--- config.mk ---
export PLATFORM = sky130hd
export DESIGN_NAME = csfs_ctrl
export DESIGN_NICKNAME = d
export VERILOG_FILES = /design/src/rtl/core/csfs_pkg.sv /design/src/rtl/core/csfs_ctrl.sv
export SDC_FILE = /design/constraint.sdc
export NUM_CORES = 1
export LEC_CHECK = 0
export ABC_AREA = 0
export BUFFER_PORTS_ARGS = -buffer_cell sky130_fd_sc_hd__buf_4
export CAP_MARGIN = 20
export CORE_ASPECT_RATIO = 1.4
export CORE_MARGIN = 3
export CORE_UTILIZATION = 60
export DETAILED_ROUTE_END_ITERATION = 12
export PLACE_DENSITY_LB_ADDON = 0.15
export SLEW_MARGIN = 20
export SYNTH_ARGS = -nofsm -noshare
export SYNTH_HDL_FRONTEND = slang
export SYNTH_SLANG_ARGS = --single-unit
--- constraint.sdc ---
create_clock -name clk -period 7.9 [get_ports clk]
set_input_delay 0.395 -clock clk [delete_from_list [all_inputs] [get_ports clk]]
set_output_delay 0.395 -clock clk [all_outputs]
set_load 0.005 [all_outputs]
--- src/rtl/core/csfs_pkg.sv ---
`timescale 1ns / 1ps

package csfs_pkg;

    localparam logic [15:0] CRC_INIT   = 16'hFFFF;
    localparam logic [15:0] CRC_POLY   = 16'hA001;
    localparam logic [15:0] SKIP_MAX   = 16'hFFFF;
    localparam logic [2:0]  BIT_LAST   = 3'd7;
    localparam int          SCAN_CHUNK = 32;
    localparam int          CHUNK_BITS = $clog2(SCAN_CHUNK);

    typedef enum logic [2:0] {
        ST_IDLE,
        ST_FOLD,
        ST_CMP,
        ST_SCAN,
        ST_EMIT
    } state_t;

    typedef struct packed {
        logic shift;
        logic fold;
        logic compare;
        logic flush;
    } cell_ctrl_t;

    typedef struct packed {
        logic hit;
        logic [7:0] addr_byte;
        logic [7:0] func_byte;
    } scan_hit_t;

    typedef struct packed {
        logic [15:0] skipped_bytes;
        logic [8:0]  frame_length;
        logic [7:0]  slave_address;
        logic [6:0]  function_code;
        logic        is_exception;
        logic [15:0] frame_crc;
    } result_t;

endpackage

--- src/rtl/core/csfs_ctrl.sv ---
`timescale 1ns / 1ps

module csfs_ctrl #(
    parameter int WINDOW_BYTES   = 256,
    parameter int MIN_DATA_BYTES = 3
) (
    input  logic                                     clk,
    input  logic                                     rst_n,
    input  logic                                     in_valid,
    output logic                                     in_ready,
    input  logic                                     out_ready,
    output logic                                     out_valid,
    output csfs_pkg::result_t                        result,
    output csfs_pkg::cell_ctrl_t                     cell_ctrl,
    output logic [((((WINDOW_BYTES + csfs_pkg::SCAN_CHUNK - 1) / csfs_pkg::SCAN_CHUNK) > 1)
                   ? $clog2((WINDOW_BYTES + csfs_pkg::SCAN_CHUNK - 1) / csfs_pkg::SCAN_CHUNK)
                   : 1) - 1:0]                       grp,
    input  csfs_pkg::scan_hit_t                      hit,
    input  logic [$clog2(WINDOW_BYTES)-1:0]          hit_age,
    input  logic [15:0]                              tail
);
    import csfs_pkg::*;

    localparam int GROUPS = (WINDOW_BYTES + SCAN_CHUNK - 1) / SCAN_CHUNK;
    localparam int GW     = (GROUPS > 1) ? $clog2(GROUPS) : 1;
    localparam int AW     = $clog2(WINDOW_BYTES);
    localparam int LW     = AW + 1;
    localparam int CW     = $clog2(WINDOW_BYTES + 1);

    state_t          state_reg;
    state_t          state_next;
    logic [2:0]      bit_cnt_reg;
    logic [GW-1:0]   grp_reg;
    logic [CW-1:0]   fill_reg;
    logic [15:0]     skip_reg;
    result_t         hold_reg;
    result_t         out_reg;
    logic            out_valid_reg;

    logic            in_fire;
    logic            full;
    logic            enough;
    logic            emit_load;
    logic [CW-1:0]   start_ofs;
    logic [16:0]     skip_sum;
    logic [LW-1:0]   len_full;

    assign in_fire = in_valid && in_ready;
    assign full    = (fill_reg == CW'(WINDOW_BYTES));
    assign enough  = (fill_reg >= CW'(MIN_DATA_BYTES + 2));

    always_comb
    begin
        state_next = state_reg;
        unique case (state_reg)
            ST_IDLE:
            begin
                if (in_valid)
                begin
                    state_next = ST_FOLD;
                end
            end
            ST_FOLD:
            begin
                if (bit_cnt_reg == BIT_LAST)
                begin
                    state_next = ST_CMP;
                end
            end
            ST_CMP:
            begin
                state_next = enough ? ST_SCAN : ST_IDLE;
            end
            ST_SCAN:
            begin
                if (hit.hit)
                begin
                    state_next = ST_EMIT;
                end
                else if (grp_reg == '0)
                begin
                    state_next = ST_IDLE;
                end
            end
            ST_EMIT:
            begin
                if (!out_valid_reg || out_ready)
                begin
                    state_next = ST_IDLE;
                end
            end
            default:
            begin
                state_next = ST_IDLE;
            end
        endcase
    end

    always_comb
    begin
        in_ready          = (state_reg == ST_IDLE);
        cell_ctrl.shift   = (state_reg == ST_IDLE) && in_valid;
        cell_ctrl.fold    = (state_reg == ST_FOLD);
        cell_ctrl.compare = (state_reg == ST_CMP);
        cell_ctrl.flush   = (state_reg == ST_SCAN) && hit.hit;
        emit_load         = (state_reg == ST_EMIT) && (!out_valid_reg || out_ready);
    end

    // frame start offset counted from the oldest byte in the window
    always_comb
    begin
        start_ofs = fill_reg - CW'(1) - CW'(hit_age);
        skip_sum  = 17'(skip_reg) + 17'(start_ofs);
        len_full  = {1'b0, hit_age} + LW'(1);
    end

    always_ff @(posedge clk or negedge rst_n)
    begin
        if (!rst_n)
        begin
            state_reg     <= ST_IDLE;
            bit_cnt_reg   <= '0;
            grp_reg       <= '0;
            fill_reg      <= '0;
            skip_reg      <= '0;
            out_valid_reg <= 1'b0;
        end
        else
        begin
            state_reg   <= state_next;
            bit_cnt_reg <= (state_reg == ST_FOLD) ? bit_cnt_reg + 3'd1 : 3'd0;

            if (state_reg == ST_CMP)
            begin
                grp_reg <= GW'(GROUPS - 1);
            end
            else if (state_reg == ST_SCAN)
            begin
                grp_reg <= grp_reg - GW'(1);
            end

            if (cell_ctrl.flush)
            begin
                fill_reg <= '0;
                skip_reg <= '0;
            end
            else if (in_fire)
            begin
                if (full)
                begin
                    // oldest byte falls off the end of the window
                    if (skip_reg != SKIP_MAX)
                    begin
                        skip_reg <= skip_reg + 16'd1;
                    end
                end
                else
                begin
                    fill_reg <= fill_reg + CW'(1);
                end
            end

            if (emit_load)
            begin
                out_valid_reg <= 1'b1;
            end
            else if (out_ready)
            begin
                out_valid_reg <= 1'b0;
            end
        end
    end

    always_ff @(posedge clk)
    begin
        if (cell_ctrl.flush)
        begin
            hold_reg.skipped_bytes <= skip_sum[16] ? SKIP_MAX : skip_sum[15:0];
            hold_reg.frame_length  <= 9'(len_full);
            hold_reg.slave_address <= hit.addr_byte;
            hold_reg.function_code <= hit.func_byte[6:0];
            hold_reg.is_exception  <= hit.func_byte[7];
            hold_reg.frame_crc     <= tail;
        end
        if (emit_load)
        begin
            out_reg <= hold_reg;
        end
    end

    assign grp       = grp_reg;
    assign result    = out_reg;
    assign out_valid = out_valid_reg;

`ifndef NO_ASSERTIONS
    a_accept_starts_fold: assert property (@(posedge clk) disable iff (!rst_n)
        (state_reg == ST_IDLE && in_valid) |=> (state_reg == ST_FOLD))
        else $error("accepted item did not start the CRC fold");

    a_fill_bound: assert property (@(posedge clk) disable iff (!rst_n)
        fill_reg <= CW'(WINDOW_BYTES))
        else $error("fill count beyond window size");

    a_hit_flushes: assert property (@(posedge clk) disable iff (!rst_n)
        (state_reg == ST_SCAN && hit.hit) |=>
        (fill_reg == '0 && skip_reg == '0 && state_reg == ST_EMIT))
        else $error("found frame did not consume the window");

    a_emit_waits: assert property (@(posedge clk) disable iff (!rst_n)
        (state_reg == ST_EMIT && out_valid_reg && !out_ready) |=>
        (state_reg == ST_EMIT && out_valid_reg))
        else $error("result overwrote an item not yet taken");
`endif

endmodule

# Word level (Yosys, flattened, before mapping)
# Index checks and enable logic that the tools add are counted.
dict set report op_classes {
  add_sub_neg 8
  n_lt_le_gt_ge 1
  eq_ne 12
  mux 19
  reduce_logical 15
}
# cell count
set op_table {}
lappend op_table {{16-bit two-way mux} 4}
lappend op_table {{9-bit two-way mux} 3}
lappend op_table {{3-bit two-way mux} 8}
lappend op_table {{16-bit by 9-bit adder with 17-bit output} 1}
lappend op_table {{16-bit by 1-bit adder with 16-bit output, second input constant} 1}
lappend op_table {{16-bit inequality test, second input constant} 1}
lappend op_table {{3-bit case mux with 5 select lines} 1}
lappend op_table {{2-bit nonzero test} 5}
lappend op_table {{8-bit by 1-bit adder with 9-bit output, second input constant} 1}
lappend op_table {{9-bit by 1-bit adder with 9-bit output, second input constant} 1}
lappend op_table {{9-bit == test, second input constant} 1}
lappend op_table {{9-bit by 3-bit greater-or-equal comparator with 1-bit output, second input constant} 1}
lappend op_table {{9-bit by 1-bit subtractor with 9-bit output, second input constant} 1}
lappend op_table {{9-bit by 8-bit subtractor with 9-bit output} 1}
lappend op_table {{3-bit by 2-bit == test with 1-bit output, second input constant} 2}
lappend op_table {{3-bit == test, second input constant} 2}
lappend op_table {{3-bit logical NOT} 2}
lappend op_table {{2-bit inequality test, second input constant} 3}
lappend op_table {{4-bit AND reduction} 1}
lappend op_table {{3-bit by 1-bit adder with 3-bit output, second input constant} 1}
lappend op_table {{3-bit by 1-bit == test with 1-bit output, second input constant} 1}
lappend op_table {{1-bit logical AND} 3}
lappend op_table {{3-bit inequality test, second input constant} 1}
lappend op_table {{3-bit AND reduction} 1}
lappend op_table {{7 further kinds} 8}
dict set report word_totals {
  reg_bits 149
  inputBits 45
  out_inout_bits 66
  wordCells 73
}

# Longest topological paths before layout
dict set report depth {
  word_depth 5
  mapped_depth 15
  mapped_depth_nobuf 14
}

# Worst setup path after synthesis
# OpenSTA, ideal clock, no wires.
dict set report synth_path {
  path_type {input to register}
  from {in hit_age[1]}
  to {reg hold_reg[45] in the netlist's numbering, data pin}
  setup_ps 275
  t_arrival_ps 3271
  required_time_ps 7625
  slack_ps 4354
  stages 13
  n_path_buf 1
  path_cell_list {inv_1 > ha_1 > a21o_1 > a211oi_1 > nor2_1 > o41ai_1 > xnor2_1 > ha_1 > a211o_1 > a211oi_1 > or3_1 > clkbuf_1 > o21ai_0}
}
dict set report synth_between {
  elab_chain_cells 2
}
# item line
set synth_lines {}
lappend synth_lines {{start: declaration} csfs_ctrl.sv:19} ;# input logic [$clog2(WINDOW_BYTES)-1:0] hit_age,
lappend synth_lines {{9-bit by 8-bit subtractor with 9-bit output} csfs_ctrl.sv:112} ;# start_ofs = fill_reg - CW'(1) - CW'(hit_age);
lappend synth_lines {{16-bit by 9-bit adder with 17-bit output} csfs_ctrl.sv:113} ;# skip_sum = 17'(skip_reg) + 17'(start_ofs);
lappend synth_lines {{end: declaration} csfs_ctrl.sv:36} ;# result_t hold_reg;
# No other way between the ends.
# A chain may end at the register's enable or synchronous reset.

# Final worst setup path
dict set report layout_path {
  from {reg fill_reg[0]}
  to {reg hold_reg[45] in the netlist's numbering, data pin}
}
dict set report layout_between {
  elab_chain_cells 3
}
# item line
set layout_lines {}
lappend layout_lines {{start: declaration} csfs_ctrl.sv:34} ;# logic [CW-1:0] fill_reg;
lappend layout_lines {{start signal: assignment} csfs_ctrl.sv:159} ;# fill_reg <= fill_reg + CW'(1);
lappend layout_lines {{9-bit by 1-bit subtractor with 9-bit output} csfs_ctrl.sv:112}
lappend layout_lines {{9-bit by 8-bit subtractor with 9-bit output} csfs_ctrl.sv:112}
lappend layout_lines {{16-bit by 9-bit adder with 17-bit output} csfs_ctrl.sv:113}
# No other way between the ends.

==> metrics <==
count of buffers from port buffering 110; CTS H-tree depth 4; clock skew between 0.007 and 0.008 ns; most used standard cell by instance count after synthesis edfxtp_1; number of buffers inserted during clock tree synthesis 17; #FFs+latches synth 149; Slew headroom about a third; count of antenna diodes in the layout 0; final critical delay including setup and external delays a little over 4 ns; vias in the first global route 4,171; area occupied by multi-input gates about 1900 sq um; number of vias after detailed routing between 4,000 and 5,000; nets 645; share of flip-flops with an asynchronous set or reset after synthesis 23.49%; height of the chip approximately 130 um; area share of the largest cell type after synthesis 54.12%; CP endpoint kind flip-flop; Die Footprint about 12,000 sq um; overall routed net length approximately 13,000 um; Vias per Instance between 5 and 6; clock tree from TritonCTS yes; All-Layer GR Usage about 23%; total of max-cap violations 0; count of different cell masters after synthesis 52; overflow left after global routing 0; detailed-route wire length per cell roughly 18 um; fill cell instance count of the final layout 607; Die Span X roughly 90 um; worst path arrival time between 4 and 5 ns; outcome complete, no violations; clock insertion delay at the later pin of the skew report between 0.4 and 0.5 ns; placer congestion estimate just over 0.8; beginning of the worst register-to-register path fill_reg[0]; source of the worst hold timing path hit[5]; power density relative to cell area roughly 270 nW/um^2; initial core utilization between 60% and 70%; CTS resizes 0; kind of critical path flip-flop to flip-flop; Cell Chain, Critical Path ha_1, fa_1, a21o_1, a211oi_1, nor2_1, nor2_1, xnor2_1, ha_1, o21ai_0, nand2_1, a21oi_1, or3_1, o21ai_0; sequential cell area 4299 sq um; Final Hold Fails 0; buffer cell driving the clock tree root clkbuf_16; Final Max Slew Viols 0; largest area contributor in the netlist edfxtp_1; CTS sink count between 100 and 150; Achievable Freq approximately 0.25 GHz; Post-Synthesis Cell Area between 6000 and 7000 sq um; unrepaired setup endpoints after global routing false; final antenna-violating net count 0; cell area after placement 7288 sq um; drt pass-1 iters 4; number of instances on the worst hold path 1; maximum VDD drop ~0.17 mV; delay of the slowest cell on the worst path 0.47 ns; EDFF count, synth about 110; post-synthesis area per instance between 10 and 15 sq um; cell with the largest stage delay on the worst path o21ai_0; ranking of synthesized cells by area edfxtp_1 (54%), dfrtp_1 (14%), ha_1 (5.1%); transition at the pin with the smallest max-transition slack 0.9884 ns; I/O pin cnt ~110; first-pass GRT wire length just over 20,000 um; growth of design area from synthesis to finish 24.79%; Min-Delay Endpoint hold_reg[22]; logic depth of the worst register-to-register path 13; clk buf depth 2; Worst setup SP type flip-flop; First DRT Iteration DRCs between 200 and 300; fraction of the yosys area taken by sequential cells around 70%; Syn. warnings 0; FF-to-FF End hold_reg[45]; critical path required time approximately 8 ns; summed negative setup slack over all endpoints 0 ns; core region area just over 10,000 sq um; highest fanout seen on the critical path 10; Register-to-Register Setup Slack slightly below 4 ns; predominant post-synthesis flop cell edfxtp_1; leading post-synthesis cells by instance count edfxtp_1 (114), nor2_1 (36), dfrtp_1 (35); Design Area, Final roughly 7900 sq um; DRC Markers 0; Synth Net Count roughly 520; register clock-pin slew on the reported worst setup and hold paths around 0.06 ns; type of the worst min-delay path input port to flip-flop; final clock period utilization by the worst path between 50% and 60%; count of final setup violators 0; number of rows in the core area between 40 and 50; layout cells sized above 1 26.84%; number of instances in the synthesized netlist about 450; largest net degree at the start of global routing 84; leakage about 3.3 nW; initial antenna violation count 0; detailed-placement wirelength estimate around 8000 um
[metrics by stage]
| stage | setup WS [ns] | std cells | power (mW) | utilization, % | hold WS (ns) |
|---|---|---|---|---|---|
| 4_1_cts | 3.922 | 720 | 2.166 | 78.03 | 0.1407 |
| 2_1_floorplan | 4.354 | 449 | 1.229 | - | 0.09941 |
| 3_5_place_dp | 3.885 | 687 | 1.352 | 72.06 | 0.3787 |
| 5_1_grt | 3.513 | 720 | 2.249 | 78.03 | 0.1364 |
| 6_report | 3.855 | 720 | 2.147 | 78.03 | 0.1578 |
| 3_3_place_gp | 3.972 | 687 | 1.330 | 72.06 | 0.3738 |
[critical path, delay by kind of cell (launching register included)]
family,cells,cell delay [ns]
simple gates,4,0.75
compound gates,5,1.47
fa+ha+maj,3,0.96
xor+xnor,1,0.14
flops,1,0.45
[worst max-delay path by stage]
stage / startpoint / to / slack [ns]
CTS: fill_reg[0] / hold_reg[45] / 3.92
floorplan: hit_age[1] / hold_reg[45] / 4.35
global placement: hit_age[1] / hold_reg[45] / 3.97
finish: fill_reg[0] / hold_reg[45] / 3.85
global route: fill_reg[0] / hold_reg[45] / 3.51
detailed placement: hit_age[1] / hold_reg[48] / 3.89
[where the power goes]
part           internal, mW  leakage [nW]  switching, mW
clock                 0.474         0.294          0.323
sequential            0.907          1.50         0.0496
combinational         0.178          1.50          0.217
total                  1.56          3.29          0.589
[layout make-up]
type	count	area share [%]
repair buffers	113	10.78
multi-input cells	274	24.27
well taps	135	2.140
clock buffers	17	5.390
inverters	17	0.8085
flip-flops and latches	149	54.47
clock inverters	15	2.140
[timing repair]
item                       CTS  global route
hold buffers                 1             0
setup endpoints to repair    0             0
hold endpoints to repair    35             0
setup buffers                0             0
[layout by cell type, fill, tap and decap left out, drive strengths merged, types with 5 or more instances in the layout]
cell type  Yosys  routed
edfxtp       114     114
buf            4     112
nor2          36      36
dfrtp         35      35
ha            26      26
nand2         25      25
inv           16      23
xor2          17      17
clkbuf         5      17
nand3         16      16
o21ai         16      16
xnor2         14      14
a21oi         14      14
nand4          8       8
a211oi         7       7
or3            7       7
nor2b          6       6
a21o           6       6
mux2           6       6
clkinv         1       6
and2           5       5
o211ai         5       5
nor4           5       5
[per-layer routing]
layer / wire length [um] / track usage [%] / share of wire, %
met5: 0 / 0 / 0
met3: 787 / 6.007 / 6.1
met2: 6894 / 38.95 / 54
met4: 291 / 8.714 / 2.3
met1: 4855 / 27.34 / 38
[kinds of logic after synthesis]
family          synth area share [%]
mux                            1.543
fa+ha+maj                      5.776
simple gates                   11.41
xor+xnor                       4.293
buf+inv                        1.741
flops                          67.97
compound gates                 7.260
Note: power is estimated with default switching activity, not from simulation.
